<file path="config.mk">
export PLATFORM = sky130hd
export DESIGN_NAME = ascii_imu_line_parser_unit
export DESIGN_NICKNAME = d
export VERILOG_FILES = /design/src/sv/ailp_pkg.sv /design/src/sv/ailp_front.sv /design/src/sv/ailp_back.sv /design/src/sv/ailp_out_q.sv /design/src/sv/ascii_imu_line_parser_unit.sv
export SDC_FILE = /design/constraint.sdc
export NUM_CORES = 1
export LEC_CHECK = 0
export ABC_AREA = 1
export BUFFER_PORTS_ARGS = -buffer_cell sky130_fd_sc_hd__buf_2
export CORE_ASPECT_RATIO = 0.6
export CORE_UTILIZATION = 50
export DETAILED_ROUTE_END_ITERATION = 10
export PLACE_DENSITY = 0.7
export SLEW_MARGIN = 20
export SYNTH_ARGS = -nofsm -noshare
export SYNTH_HDL_FRONTEND = slang
export SYNTH_SLANG_ARGS = --single-unit
</file>
<file path="constraint.sdc">
create_clock -name clk -period 3.6 [get_ports clk]
set_input_delay 0.54 -clock clk [delete_from_list [all_inputs] [get_ports clk]]
set_output_delay 0.54 -clock clk [all_outputs]
set_load 0.05 [all_outputs]
</file>
<file path="src/sv/ailp_pkg.sv">
`default_nettype none

package ailp_pkg;

  // Field width and derived limits
  localparam int VALUE_BITS = 16;
  localparam int MAG_W      = VALUE_BITS + 1;
  localparam int PROD_W     = MAG_W + 4;

  localparam logic [MAG_W-1:0] HALF_RANGE = MAG_W'(1) << (VALUE_BITS - 1);
  localparam logic [MAG_W-1:0] MAG_CAP    = HALF_RANGE + MAG_W'(1);
  localparam logic [VALUE_BITS-1:0] VAL_MAX = {1'b0, {(VALUE_BITS-1){1'b1}}};
  localparam logic [VALUE_BITS-1:0] VAL_MIN = {1'b1, {(VALUE_BITS-1){1'b0}}};

  // Character codes
  localparam logic [7:0] CH_GYRO  = 8'h47;
  localparam logic [7:0] CH_ACC   = 8'h41;
  localparam logic [7:0] CH_NL    = 8'h0A;
  localparam logic [7:0] CH_SPACE = 8'h20;
  localparam logic [7:0] CH_TAB   = 8'h09;
  localparam logic [7:0] CH_VT    = 8'h0B;
  localparam logic [7:0] CH_FF    = 8'h0C;
  localparam logic [7:0] CH_CR    = 8'h0D;
  localparam logic [7:0] CH_PLUS  = 8'h2B;
  localparam logic [7:0] CH_MINUS = 8'h2D;
  localparam logic [7:0] CH_ZERO  = 8'h30;
  localparam logic [7:0] CH_NINE  = 8'h39;

  // Field index codes
  localparam logic [1:0] FI_X   = 2'd0;
  localparam logic [1:0] FI_Y   = 2'd1;
  localparam logic [1:0] FI_Z   = 2'd2;
  localparam logic [1:0] FI_CHK = 2'd3;

  // Frame kind codes on the result port
  localparam logic FK_GYRO = 1'b0;
  localparam logic FK_ACC  = 1'b1;

  typedef enum logic [1:0] {
    LK_NONE = 2'd0,
    LK_GYRO = 2'd1,
    LK_ACC  = 2'd2
  } line_kind_t;

  typedef enum logic [1:0] {
    NP_PRE    = 2'd0,
    NP_SIGN   = 2'd1,
    NP_DIGITS = 2'd2,
    NP_DONE   = 2'd3
  } num_phase_t;

  // Byte class produced by the front end
  typedef struct packed {
    logic       nl;
    logic       gyro;
    logic       acc;
    logic       space;
    logic       ws;
    logic       plus;
    logic       minus;
    logic       digit;
    logic [3:0] dval;
  } byte_cls_t;

  typedef struct packed {
    logic                  frame_kind;
    logic [VALUE_BITS-1:0] axis_x;
    logic [VALUE_BITS-1:0] axis_y;
    logic [VALUE_BITS-1:0] axis_z;
    logic                  clipped;
  } result_t;

  typedef struct packed {
    logic                  clip;
    logic [VALUE_BITS-1:0] value;
  } sat_t;

  // Saturate a sign/magnitude field to the two's complement range
  function automatic sat_t sat_value(input logic [MAG_W-1:0] mag, input logic neg);
    sat_t             r;
    logic [MAG_W-1:0] m;
    logic [MAG_W-1:0] m_neg;
    if (neg) begin
      r.clip  = (mag > HALF_RANGE);
      m       = r.clip ? HALF_RANGE : mag;
      m_neg   = MAG_W'(0) - m;
      r.value = m_neg[VALUE_BITS-1:0];
    end else begin
      r.clip  = (mag > (HALF_RANGE - MAG_W'(1)));
      r.value = r.clip ? VAL_MAX : mag[VALUE_BITS-1:0];
    end
    return r;
  endfunction

endpackage

`default_nettype wire

</file>
<file path="src/sv/ailp_front.sv">
`default_nettype none

module ailp_front (
  input  wire logic                clk,
  input  wire logic                rst_n,
  input  wire logic                push,
  input  wire logic [7:0]          rx_byte,
  output      logic                full,
  output      logic                cls_valid,
  output      ailp_pkg::byte_cls_t cls,
  input  wire logic                cls_take
);

  ailp_pkg::byte_cls_t cls_in;
  ailp_pkg::byte_cls_t q_r [2];
  logic                wr_ptr_r, wr_ptr_nxt;
  logic                rd_ptr_r, rd_ptr_nxt;
  logic [1:0]          cnt_r, cnt_nxt;
  logic                do_push, do_pop;
  logic [7:0]          dsub;

  // Classify the incoming word
  always_comb begin
    dsub         = rx_byte - ailp_pkg::CH_ZERO;
    cls_in.nl    = (rx_byte == ailp_pkg::CH_NL);
    cls_in.gyro  = (rx_byte == ailp_pkg::CH_GYRO);
    cls_in.acc   = (rx_byte == ailp_pkg::CH_ACC);
    cls_in.space = (rx_byte == ailp_pkg::CH_SPACE);
    cls_in.ws    = (rx_byte == ailp_pkg::CH_TAB) || (rx_byte == ailp_pkg::CH_VT) ||
                   (rx_byte == ailp_pkg::CH_FF)  || (rx_byte == ailp_pkg::CH_CR);
    cls_in.plus  = (rx_byte == ailp_pkg::CH_PLUS);
    cls_in.minus = (rx_byte == ailp_pkg::CH_MINUS);
    cls_in.digit = (rx_byte >= ailp_pkg::CH_ZERO) && (rx_byte <= ailp_pkg::CH_NINE);
    cls_in.dval  = dsub[3:0];
  end

  // Two-entry queue toward the back end
  assign full      = (cnt_r == 2'd2);
  assign cls_valid = (cnt_r != 2'd0);
  assign cls       = q_r[rd_ptr_r];
  assign do_push   = push && !full;
  assign do_pop    = cls_take && cls_valid;

  always_comb begin
    wr_ptr_nxt = do_push ? ~wr_ptr_r : wr_ptr_r;
    rd_ptr_nxt = do_pop  ? ~rd_ptr_r : rd_ptr_r;
    cnt_nxt    = cnt_r + 2'(do_push) - 2'(do_pop);
  end

  always_ff @(posedge clk) begin
    if (!rst_n) begin
      wr_ptr_r <= 1'b0;
      rd_ptr_r <= 1'b0;
      cnt_r    <= 2'd0;
    end else begin
      wr_ptr_r <= wr_ptr_nxt;
      rd_ptr_r <= rd_ptr_nxt;
      cnt_r    <= cnt_nxt;
    end
  end

  // Store the classified word
  always_ff @(posedge clk) begin
    if (do_push) begin
      q_r[wr_ptr_r] <= cls_in;
    end
  end

endmodule

`default_nettype wire

</file>
<file path="src/sv/ailp_back.sv">
`default_nettype none

module ailp_back (
  input  wire logic                clk,
  input  wire logic                rst_n,
  input  wire logic                cls_valid,
  input  wire ailp_pkg::byte_cls_t cls,
  output      logic                cls_take,
  input  wire logic                res_full,
  output      logic                res_push,
  output      ailp_pkg::result_t   res
);

  logic                             line_start_r, line_start_nxt;
  ailp_pkg::line_kind_t             kind_r, kind_nxt;
  logic [1:0]                       fidx_r, fidx_nxt;
  logic [ailp_pkg::MAG_W-1:0]       mag_r, mag_nxt;
  logic                             neg_r, neg_nxt;
  ailp_pkg::num_phase_t             phase_r, phase_nxt;
  logic [ailp_pkg::VALUE_BITS-1:0]  held0_r, held0_nxt;
  logic [ailp_pkg::VALUE_BITS-1:0]  held1_r, held1_nxt;
  logic                             clip_seen_r, clip_seen_nxt;

  logic                             go;
  ailp_pkg::sat_t                   fv;
  logic [ailp_pkg::PROD_W-1:0]      mag_ext;
  logic [ailp_pkg::PROD_W-1:0]      mag_dec;

  assign go       = cls_valid && !res_full;
  assign cls_take = go;
  assign fv       = ailp_pkg::sat_value(mag_r, neg_r);

  // Accumulate one decimal digit
  always_comb begin
    mag_ext = ailp_pkg::PROD_W'(mag_r);
    mag_dec = (mag_ext << 3) + (mag_ext << 1) + ailp_pkg::PROD_W'(cls.dval);
  end

  // Parse one word per cycle while a word waits and the result queue has room
  always_comb begin
    line_start_nxt = line_start_r;
    kind_nxt       = kind_r;
    fidx_nxt       = fidx_r;
    mag_nxt        = mag_r;
    neg_nxt        = neg_r;
    phase_nxt      = phase_r;
    held0_nxt      = held0_r;
    held1_nxt      = held1_r;
    clip_seen_nxt  = clip_seen_r;
    res_push       = 1'b0;

    res.frame_kind = (kind_r == ailp_pkg::LK_ACC) ? ailp_pkg::FK_ACC : ailp_pkg::FK_GYRO;
    res.axis_x     = (fidx_r == ailp_pkg::FI_X) ? fv.value : held0_r;
    res.axis_y     = (fidx_r == ailp_pkg::FI_Y) ? fv.value : held1_r;
    res.axis_z     = (fidx_r == ailp_pkg::FI_Z || fidx_r == ailp_pkg::FI_CHK) ?
                     fv.value : '0;
    res.clipped    = clip_seen_r || fv.clip;

    if (go) begin
      if (cls.nl) begin
        // End of line: emit for a known kind, then clear line state
        res_push       = (kind_r != ailp_pkg::LK_NONE);
        line_start_nxt = 1'b1;
        kind_nxt       = ailp_pkg::LK_NONE;
        fidx_nxt       = ailp_pkg::FI_X;
        mag_nxt        = '0;
        neg_nxt        = 1'b0;
        phase_nxt      = ailp_pkg::NP_PRE;
        held0_nxt      = '0;
        held1_nxt      = '0;
        clip_seen_nxt  = 1'b0;
      end else if (line_start_r) begin
        // Latch the kind letter
        line_start_nxt = 1'b0;
        kind_nxt       = cls.gyro ? ailp_pkg::LK_GYRO :
                         cls.acc  ? ailp_pkg::LK_ACC  : ailp_pkg::LK_NONE;
      end else if (fidx_r == ailp_pkg::FI_CHK) begin
        // Drop everything after the check field starts
      end else if (cls.space) begin
        // Close the field; z stays live until newline
        if (fidx_r == ailp_pkg::FI_X || fidx_r == ailp_pkg::FI_Y) begin
          if (fidx_r == ailp_pkg::FI_X) begin
            held0_nxt = fv.value;
          end else begin
            held1_nxt = fv.value;
          end
          clip_seen_nxt = clip_seen_r || fv.clip;
          mag_nxt       = '0;
          neg_nxt       = 1'b0;
          phase_nxt     = ailp_pkg::NP_PRE;
        end
        fidx_nxt = fidx_r + 2'd1;
      end else if (phase_r == ailp_pkg::NP_PRE && cls.ws) begin
        // Skip leading white space
      end else if (phase_r == ailp_pkg::NP_PRE && (cls.plus || cls.minus)) begin
        neg_nxt   = cls.minus;
        phase_nxt = ailp_pkg::NP_SIGN;
      end else if (phase_r != ailp_pkg::NP_DONE && cls.digit) begin
        mag_nxt   = (mag_dec > ailp_pkg::PROD_W'(ailp_pkg::MAG_CAP)) ?
                    ailp_pkg::MAG_CAP : mag_dec[ailp_pkg::MAG_W-1:0];
        phase_nxt = ailp_pkg::NP_DIGITS;
      end else begin
        phase_nxt = ailp_pkg::NP_DONE;
      end
    end
  end

  // Hold parser state
  always_ff @(posedge clk) begin
    if (!rst_n) begin
      line_start_r <= 1'b1;
      kind_r       <= ailp_pkg::LK_NONE;
      fidx_r       <= ailp_pkg::FI_X;
      mag_r        <= '0;
      neg_r        <= 1'b0;
      phase_r      <= ailp_pkg::NP_PRE;
      held0_r      <= '0;
      held1_r      <= '0;
      clip_seen_r  <= 1'b0;
    end else begin
      line_start_r <= line_start_nxt;
      kind_r       <= kind_nxt;
      fidx_r       <= fidx_nxt;
      mag_r        <= mag_nxt;
      neg_r        <= neg_nxt;
      phase_r      <= phase_nxt;
      held0_r      <= held0_nxt;
      held1_r      <= held1_nxt;
      clip_seen_r  <= clip_seen_nxt;
    end
  end

endmodule

`default_nettype wire

</file>
<file path="src/sv/ailp_out_q.sv">
`default_nettype none

module ailp_out_q (
  input  wire logic              clk,
  input  wire logic              rst_n,
  input  wire logic              push,
  input  wire ailp_pkg::result_t din,
  output      logic              full,
  output      logic              empty,
  input  wire logic              pop,
  output      ailp_pkg::result_t dout
);

  ailp_pkg::result_t q_r [2];
  logic              wr_ptr_r, wr_ptr_nxt;
  logic              rd_ptr_r, rd_ptr_nxt;
  logic [1:0]        cnt_r, cnt_nxt;
  logic              do_push, do_pop;

  assign full    = (cnt_r == 2'd2);
  assign empty   = (cnt_r == 2'd0);
  assign dout    = q_r[rd_ptr_r];
  assign do_push = push && !full;
  assign do_pop  = pop && !empty;

  // Advance pointers and count
  always_comb begin
    wr_ptr_nxt = do_push ? ~wr_ptr_r : wr_ptr_r;
    rd_ptr_nxt = do_pop  ? ~rd_ptr_r : rd_ptr_r;
    cnt_nxt    = cnt_r + 2'(do_push) - 2'(do_pop);
  end

  always_ff @(posedge clk) begin
    if (!rst_n) begin
      wr_ptr_r <= 1'b0;
      rd_ptr_r <= 1'b0;
      cnt_r    <= 2'd0;
    end else begin
      wr_ptr_r <= wr_ptr_nxt;
      rd_ptr_r <= rd_ptr_nxt;
      cnt_r    <= cnt_nxt;
    end
  end

  // Store the result word
  always_ff @(posedge clk) begin
    if (do_push) begin
      q_r[wr_ptr_r] <= din;
    end
  end

endmodule

`default_nettype wire

</file>
<file path="src/sv/ascii_imu_line_parser_unit.sv">
// Channel   Ports                                            Handshake
// input     in_rx_byte                                       in_push / in_full
// result    out_frame_kind, out_axis_x/y/z, out_clipped      out_empty / out_pop
//
// One byte is parsed per cycle unless the result queue is full; a newline byte waits in
// the front queue register, then its result in the result queue register at the ports.
// The front and result queues hold two words each, so either side may stall
// without stopping the other until its queue fills; in_full rises with two words waiting.
// Synchronous active-low reset empties both queues and returns to line start.
`default_nettype none

module ascii_imu_line_parser_unit (
  input  wire logic                            clk,
  input  wire logic                            rst_n,
  input  wire logic                            in_push,
  input  wire logic [7:0]                      in_rx_byte,
  output      logic                            in_full,
  output      logic                            out_empty,
  input  wire logic                            out_pop,
  output      logic                            out_frame_kind,
  output      logic signed [ailp_pkg::VALUE_BITS-1:0] out_axis_x,
  output      logic signed [ailp_pkg::VALUE_BITS-1:0] out_axis_y,
  output      logic signed [ailp_pkg::VALUE_BITS-1:0] out_axis_z,
  output      logic                            out_clipped
);

  logic                cls_valid;
  logic                cls_take;
  ailp_pkg::byte_cls_t cls;
  logic                res_full;
  logic                res_push;
  ailp_pkg::result_t   res;
  ailp_pkg::result_t   res_q;

  ailp_front u_front (
    .clk       (clk),
    .rst_n     (rst_n),
    .push      (in_push),
    .rx_byte   (in_rx_byte),
    .full      (in_full),
    .cls_valid (cls_valid),
    .cls       (cls),
    .cls_take  (cls_take)
  );

  ailp_back u_back (
    .clk       (clk),
    .rst_n     (rst_n),
    .cls_valid (cls_valid),
    .cls       (cls),
    .cls_take  (cls_take),
    .res_full  (res_full),
    .res_push  (res_push),
    .res       (res)
  );

  ailp_out_q u_out_q (
    .clk   (clk),
    .rst_n (rst_n),
    .push  (res_push),
    .din   (res),
    .full  (res_full),
    .empty (out_empty),
    .pop   (out_pop),
    .dout  (res_q)
  );

  assign out_frame_kind = res_q.frame_kind;
  assign out_axis_x     = res_q.axis_x;
  assign out_axis_y     = res_q.axis_y;
  assign out_axis_z     = res_q.axis_z;
  assign out_clipped    = res_q.clipped;

endmodule

`default_nettype wire

</file>
== After elaboration in Yosys (flattened, before gate mapping) ==
Memories as Yosys holds them, arrays and structs flattened. A register that Yosys moved wholly into a read port is not among the register bits.
Index checks and enable logic that the tools add are counted.
Word-level totals
  logic and storage cells: 160
  memories kept: 2
  output and inout bits: 52
  register bits: 66
  RAM bits: 124
Cells by class
  order comparisons: 5
  bitwise gates (word level): 4
  equal/unequal tests: 23
  add/subtract/negate cells: 9
  reduce and logical (&&, ||, !) cells: 36
  mux-type cells: 66
Memory list
  u_out_q.q_r: words 2, width 50, read ports 1, clocked after memory_dff 1, wr ports 1, RTL line ailp_out_q.sv:14  | ailp_pkg::result_t q_r [2];
  u_front.q_r: words 2, width 12, read ports 1, clocked after memory_dff 1, wr ports 1, RTL line ailp_front.sv:15  | ailp_pkg::byte_cls_t q_r [2];
Operator list (count)
  two-way mux 16 bit: 16
  two-way mux 17 bit: 10
  == test 8 x 4 -> 1 bit (second input constant): 5
  two-way mux 2 bit: 15
  two-way mux 1 bit: 25
  == test 8 x 6 -> 1 bit (second input constant): 3
  adder 20 x 18 -> 21 bit: 1
  adder 21 x 4 -> 21 bit: 1
  greater-than comparator 21 x 16 -> 1 bit (second input constant): 1
  greater-than comparator 17 x 15 -> 1 bit (second input constant): 1
  greater-than comparator 17 x 16 -> 1 bit (second input constant): 1
  == test 8 x 7 -> 1 bit (second input constant): 2
  subtractor 1 x 16 -> 16 bit (first input constant): 1
  AND reduction 6 bit: 2
  == test 2 bit (second input constant): 5
  AND reduction 5 bit: 2
  nonzero test 2 bit: 5
  logical AND 1 bit: 9
  >= comparator 8 x 6 -> 1 bit (second input constant): 1
  <= comparator 8 x 6 -> 1 bit (second input constant): 1
  inequality test 2 bit (second input constant): 4
  logical OR 1 bit: 7
  AND reduction 7 bit: 1
  logical NOT 2 bit: 3
  other kinds (12): 21

== Depth between registers and ports, before layout ==
Gate-level depths: netlist of run 1.
  depth in word-level cells: 11
  gate-level depth with buffers: 22
  mapped depth without buffers: 20

== Hierarchy ==
Synthesis of run 1 repeated with hierarchy kept, for this count alone.
Unflattened totals
  cell total of the unflattened synthesis: 1021
  area total of the unflattened synthesis: 10007.1 um^2
Modules (own cells, without submodules)
  ailp_back: area an instance 4608.2 um^2, times used 1, cells each 722, sequential area each 1161.1 um^2
  ailp_out_q: area an instance 4112.7 um^2, times used 1, cells each 194, sequential area each 3103.0 um^2
  ailp_front: area an instance 1286.2 um^2, times used 1, cells each 105, sequential area each 820.8 um^2

== Worst setup path before layout of run 1 ==
Ideal clock, no wire load.
  path type: reg-to-reg
  start: register with a tool-made name
  end: memory u_out_q.q_r[1][0] (netlist name) (enable)
  setup time: 0.459 ns
  arrival time: 3.108 ns
  clock period less this slack: 3.567 ns
  data required time: 3.141 ns
  stages on the path, launching flop included: 8
  path slack: 0.033 ns
  path buffers: 0
  cells stage by stage: dfxtp_1 -> inv_2 -> nand2_2 -> nand2_4 -> inv_4 -> nor2_1 -> o21ai_0 -> nor2_1
RTL lines (RTL line)
  end, declared: ailp_out_q.sv:14

==> impl_metrics.tcl, run 1 <==
set metrics [dict create \
    crit_path_max_incr_delay_ns 0.41 \
    ys.flop_type "edfxtp_1" \
    grt_max_degree 51 \
    fmax_ghz 0.305 \
    row_count 38 \
    powerDensity_mw_per_mm2 669 \
    drc 0 \
    hold_violations 0 \
    synth_top_area_cell "edfxtp_1" \
    finalNetCount 1118 \
    cp_max_fo 25 \
    fin_worst_hold_slack_ns 0.361 \
    ant_nets 0 \
    ir_drop_uv 603 \
    synth_compound_area_share_pct 9.76 \
    yosys_warnings 0 \
    cts_buffers 17 \
    gr-usage-met2_pct 30.9 \
    rsz0062_at_grt "no" \
    grt_pass1_wl_microns 34300 \
    maxCapViolations 0 \
    grt_pass1_vias 6413 \
    viasPerCell 5.46 \
    post_drt_wl_per_cell_microns 16.3 \
    syn_area_sq_mm 0.00968 \
    synth-simple-area-share_pct 19.9 \
    timing.final.crit_period_ns 3.28 \
    layout_setup_ws_ns 0.317 \
    leakage_uw 0.00440 \
    cts_sinks 192 \
    cp_cell_sequence "inv_1, nand3_1, nor2_1, nand3_1, nand2_4, buf_4, nand2_1, ha_1, nand2_1, inv_1, nand2_1, nor2_1, nand3_1, nand3_1, o21ai_1, a21boi_0" \
    root_buffer "clkbuf_16" \
    worst_pin_slew_ns 1.05 \
    cts_buffer_depth 2 \
    synth_edf_count 124 \
    routed_wl_microns 21400 \
    fin_util_pct 58.9 \
    synth-seq-cells 192 \
    synth.mux.area_fraction_pct 6.23 \
    hp-class "in -> reg" \
    initial_utilization_pct 52.3 \
    first_pass_iters 5 \
    cp-start-kind "flip-flop" \
    use_met3_pct 5.27 \
    cts.reportedPaths.clkPinSlew_ns 0.07 \
    seqCellArea_sq_mm 0.00509 \
    antenna_found_initial 1 \
    die_area_sq_mm 0.0199 \
    htreeDepth 4 \
    slew_violations 0 \
    fillCellCount 1582 \
    hpwl_microns 15400 \
    vias 7179 \
    cts_tree "built" \
    hold_buffers 0 \
    io_buffers 63 \
    crit_top_cell "nand3_1" \
    dpl_worst_slack_ns 0.361 \
    n_antenna_cell 0 \
    fin_setup_tns_ns 0 \
    multi_input_area_sq_mm 0.00419 \
    synth_area_leaders "edfxtp_1 (38%), dfxtp_1 (14%), nand2_1 (8.3%)" \
    syn_inst 997 \
    fin_area_sq_mm 0.0109 \
    core_sq_mm 0.0185 \
    seq_area_frac_synth_pct 52.5 \
    die_h_microns 110 \
    use_met1_pct 35.2 \
    status "finished, final reports clean" \
    place_area_sq_mm 0.0103 \
    path_class "reg -> reg" \
    critical-path-slowest-cell "dfxtp_1" \
    die_w_microns 182 \
    synth_fa_ha_area_share_pct 5.84 \
    drive_above_1_share_pct 19.3 \
    syn_avg_cell_area_sq_um 9.71 \
    drtIter0Drc 739 \
    num_io_pins 64 \
    fin_skew_ns 0.00723 \
    worstPathArrival_ns 3.38 \
    syn-num-nets 1053 \
    setup_violations 0 \
    grt.busiest_layer "met1" \
    gr-total-overflow 0 \
    yosysTopAreaCellShare_pct 38.5 \
    area_growth_pct 12.5 \
    async_flop_share_pct 0 \
    worstSetupEndpointType "flip-flop" \
    clock_latency_ns 0.43 \
    synth_top_family_by_area "simple AND/OR/NAND/NOR gates" \
    place_congestion 0.891 \
    grt.total_usage_pct 22.5 \
    relSlewSlack_pct 29.8 \
    period_share_pct 91.2 \
    synth-xor-area-share_pct 1.36 \
    synthDistinctLibCells 55 \
    worstPathRequired_ns 3.70 \
]
[worst max-delay path, delay by kind of cell, from the launching register on]
family / cells / cell delay (ns)
buffers and inverters: 3 / 0.51
DFF: 1 / 0.41
adders and majority gates: 1 / 0.22
AOI/OAI and AO/OA: 2 / 0.74
and+or+nand+nor: 10 / 1.07
[cells in the mapped netlist (7+ instances only)]
master	instances
nor2_1	76
dfxtp_1	68
ha_1	42
nand4_1	24
mux2_2	50
nor3_1	8
buf_2	9
edfxtp_1	124
inv_1	63
clkbuf_1	18
a21oi_1	67
xnor2_1	8
or2_2	9
o21ai_1	22
o21ai_0	37
nand2_1	215
inv_2	9
xor2_1	7
nand3_1	55
[state kept, by name (all words and copies together), names as in the netlist, 2 cells and up, named ones only]
| signal | flops |
|---|---|
| u_out_q.q_r | 100 |
| u_front.q_r | 24 |
| u_back.mag_r | 17 |
| u_back.held0_r | 16 |
| u_back.held1_r | 16 |
| u_back.fidx_r | 2 |
| u_back.kind_r | 2 |
| u_back.phase_r | 2 |
| u_front.cnt_r | 2 |
| u_out_q.cnt_r | 2 |
[cell type report]
cell class              count  area share [%]
flip-flops and latches    192            46.7
multi-input cells         699            38.4
repair buffers             77            3.97
clock buffers              17            3.91
well taps                 240            2.76
inverters                  75            2.63
clock inverters            15            1.60
[cells by family after synthesis]
logic type	Yosys count
muxes	54
buffers and inverters	106
adders and majority gates	44
AOI/OAI and AO/OA	163
xor gates and xnor gates	15
and+or+nand+nor	423
DFF	192
[layer usage]
metal	vias to the layer above	wire length [microns]	share of wire [%]
met5	-	0	0
met4	0	143	0.67
met3	14	1400	6.5
met2	211	8490	40
met1	3361	11400	53
li1	3593	-	-
[metrics by stage]
step,power [uW],instances
finish,7290,1315
global route,7670,1315
CTS,7320,1315
detailed placement,5400,1283
global placement,5370,1283
floorplan,4830,997
[path summary, 6_finish.rpt]
kind | depth (start not counted) | slack (ns) | start | to
setup / recovery | 16 | 0.32 | u_back.mag_r[14]$_SDFFE_PN0P_ | u_out_q.q_r[0][41]$_DFFE_PP_
hold / removal | 1 | 0.36 | in_rx_byte[1] | u_front.q_r[0][1]$_DFFE_PP_
setup reg to reg | 16 | 0.32 | u_back.mag_r[14]$_SDFFE_PN0P_ | u_out_q.q_r[0][41]$_DFFE_PP_
hold reg to reg | 1 | 0.45 | u_out_q.rd_ptr_r$_SDFFE_PN0P_ | flip-flop
[cell usage in the layout, fill, tap and decap left out, drive strengths merged, types with 3 or more instances in the layout]
cell,synthesis,routed
a211oi,4,4
a21boi,8,8
a21o,4,4
a21oi,68,68
a31oi,4,4
buf,13,77
clkbuf,18,17
clkinv,1,6
dfxtp,68,68
edfxtp,124,124
ha,42,42
inv,74,80
mux2,50,50
mux2i,4,4
nand2,220,220
nand3,55,55
nand3b,3,3
nand4,24,24
nor2,86,86
nor3,9,9
nor4,6,6
o21ai,60,60
o21bai,3,3
o41ai,4,4
or2,19,19
xnor2,8,8
xor2,7,7
[report_power, final]
group / total (uW) / switching [uW] / internal (uW)
Combinational: 2590 / 1840 / 753
Sequential: 2790 / 149 / 2640
Clock: 1920 / 871 / 1040
Total: 7290 / 2860 / 4430
[timing repair]
action / in CTS / in global routing
setup endpoints to repair: 0 / 4
endpoints found under the hold margin: 0 / 0
setup buffers: 0 / 0
resized for setup: 0 / 1
Power figures use the tool's default switching activity.
==> inputs of run 2 (changes only) <==
--- a/config.mk
+++ b/config.mk
@@ -8,9 +8,9 @@
 export ABC_AREA = 1
 export BUFFER_PORTS_ARGS = -buffer_cell sky130_fd_sc_hd__buf_2
 export CORE_ASPECT_RATIO = 0.6
-export CORE_UTILIZATION = 50
+export CORE_UTILIZATION = 55
 export DETAILED_ROUTE_END_ITERATION = 10
-export PLACE_DENSITY = 0.7
+export PLACE_DENSITY = 0.76
 export SLEW_MARGIN = 20
 export SYNTH_ARGS = -nofsm -noshare
 export SYNTH_HDL_FRONTEND = slang
==> run 2 against run 1 <==
Cell count shrank 0.61%. Sequential share of layout area grew 0.054 points. Clock skew grew 0.0025 ns. Largest power group unchanged. Via count grew 2.2%. Combinational power is essentially flat. Non-clock buffer count shrank 2. First-iteration DRC count grew 7.7%.
==> impl_metrics.tcl, run 2 (synthesized netlist as in run 1, its figures left out) <==
set metrics [dict create \
    grt_max_degree 52 \
    ant_nets 0 \
    viasPerCell 5.62 \
    place_congestion 0.913 \
    hp-class "in -> reg" \
    worst_pin_slew_ns 0.844 \
    path_class "reg -> reg" \
    multi_input_area_sq_mm 0.00419 \
    htreeDepth 4 \
    slew_violations 0 \
    cp-start-kind "flip-flop" \
    finalNetCount 1116 \
    status "finished, final reports clean" \
    final_cell_mix "nand2_1 (215), edfxtp_1 (124), nor2_1 (72)" \
    clock_latency_ns 0.43 \
    placedCellCount 1275 \
    grt.total_usage_pct 24.6 \
    drive_above_1_share_pct 19.0 \
    core_sq_mm 0.0172 \
    worstPathRequired_ns 3.97 \
    drc 0 \
    largest_reg_flops 100 \
    die_area_sq_mm 0.0182 \
    root_buffer "clkbuf_16" \
    drtIter0Drc 796 \
    first_pass_iters 5 \
    hpwl_microns 15200 \
    cts_sinks 192 \
    stdcell_count 1307 \
    cts_tree "built" \
    num_io_pins 64 \
    powerDensity_mw_per_mm2 668 \
    io_buffers 63 \
    p_total_uw 7270 \
    post_drt_wl_per_cell_microns 16.5 \
    cts_resized 0 \
    cts_buffer_depth 2 \
    area_growth_pct 12.4 \
    fin_skew_ns 0.00975 \
    grt_pass1_vias 6805 \
    timing.final.crit_period_ns 3.32 \
    rr_endpoint "u_back.mag_r[12]$_SDFFE_PN0P_" \
    worstPathArrival_ns 3.69 \
    worstSetupEndpointType "flip-flop" \
    hold_violations 0 \
    reg2reg_depth 16 \
    top_regs "u_out_q.q_r (100), u_front.q_r (24), u_back.mag_r (17)" \
    period_share_pct 92.3 \
    n_antenna_cell 0 \
    fin_setup_tns_ns 0 \
    rrSetupSlack_ns 0.28 \
    leakage_uw 0.00439 \
    grt_pass1_wl_microns 35000 \
    vias 7339 \
    fillCellCount 1398 \
    cts.reportedPaths.clkPinSlew_ns 0.08 \
    seqCellArea_sq_mm 0.00509 \
    post_cts_buffers 0 \
    maxCapViolations 0 \
    setup_violations 0 \
    regMostFlops "u_out_q.q_r" \
    cp_max_fo 10 \
    crit_end "u_back.mag_r[12]$_SDFFE_PN0P_" \
    die_w_microns 173 \
    fmax_ghz 0.301 \
    row_count 37 \
    cts_buffers 17 \
    initial_utilization_pct 56.4 \
    final_common_cell "nand2_1" \
    relSlewSlack_pct 43.7 \
    hold_buffers 0 \
    antenna_found_initial 2 \
    ir_drop_uv 456 \
    fin_worst_hold_slack_ns 0.370 \
    routed_wl_microns 21600 \
    rsz0062_at_grt "no" \
    gr-total-overflow 0 \
    die_h_microns 105 \
]
-- run 2: cell types whose count changed in the layout (fill, tap and decap cells not counted), sizes merged --
cell      previous run  this run
bufinv               2         1
clkbuf              17        18
clkinvlp             2         1
buf                 77        75
inv                 80        81
-- run 2: power breakdown --
| part | switching [uW] | total, uW | internal, uW |
|---|---|---|---|
| Combinational | 1870 | 2620 | 753 |
| Clock | 893 | 1890 | 995 |
| Sequential | 119 | 2750 | 2630 |
| Total | 2880 | 7270 | 4380 |
-- run 2: cell type report --
class | count | share of cell area, %
sequential | 192 | 46.8
timing repair buffer | 75 | 3.96
clock buffer | 18 | 3.94
tap | 234 | 2.69
clock inverter | 14 | 1.54
inverter | 75 | 2.63
multi-input combinational | 699 | 38.5
-- run 2: critical path, cell delays in order, from the launching register on --
cell and delay (ns):
dfxtp_1 0.46, mux2i_1 0.13, fa_1 0.49, inv_1 0.06, fa_1 0.45, buf_4 0.16
nand4_1 0.08, nand2_1 0.12, a21oi_1 0.19, or2_1 0.16, nand3_1 0.08, nor2_1 0.12
nand3_1 0.08, nand2_1 0.27, buf_4 0.22, nand4_1 0.10, nand2_1 0.08
-- run 2: worst min path at each step --
stage | endpoint | cells past startpoint | start | slack, ns
2_1_floorplan | flip-flop | 1 | u_out_q.rd_ptr_r$_SDFFE_PN0P_ | 0.43
4_1_cts | u_front.q_r[0][1]$_DFFE_PP_ | 1 | in_rx_byte[1] | 0.35
3_5_place_dp | u_front.rd_ptr_r$_SDFFE_PN0P_ | 1 | u_front.rd_ptr_r$_SDFFE_PN0P_ | 0.44
6_report | u_front.q_r[0][1]$_DFFE_PP_ | 1 | in_rx_byte[1] | 0.37
3_3_place_gp | flip-flop | 1 | u_out_q.rd_ptr_r$_SDFFE_PN0P_ | 0.43
5_1_grt | u_front.q_r[1][1]$_DFFE_PP_ | 1 | in_rx_byte[1] | 0.36
-- run 2: layer usage --
| metal | GRT usage [%] | up-vias | routed length (microns) |
|---|---|---|---|
| li1 | - | 3603 | - |
| met1 | 37.7 | 3462 | 10600 |
| met2 | 35.9 | 251 | 9150 |
| met3 | 4.66 | 23 | 1700 |
| met4 | 5.25 | 0 | 185 |
| met5 | 0 | - | 0 |
-- run 2: through the flow --
step	util [%]	setup WS (ns)	instance area [sq um]
final	63.3	0.278	10900
after floorplan	-	0.0329	9680
after global routing	63.3	0.0137	10900
after detailed placement	59.8	0.385	10300
after CTS	63.3	0.333	10900
after global placement	59.8	0.511	10300
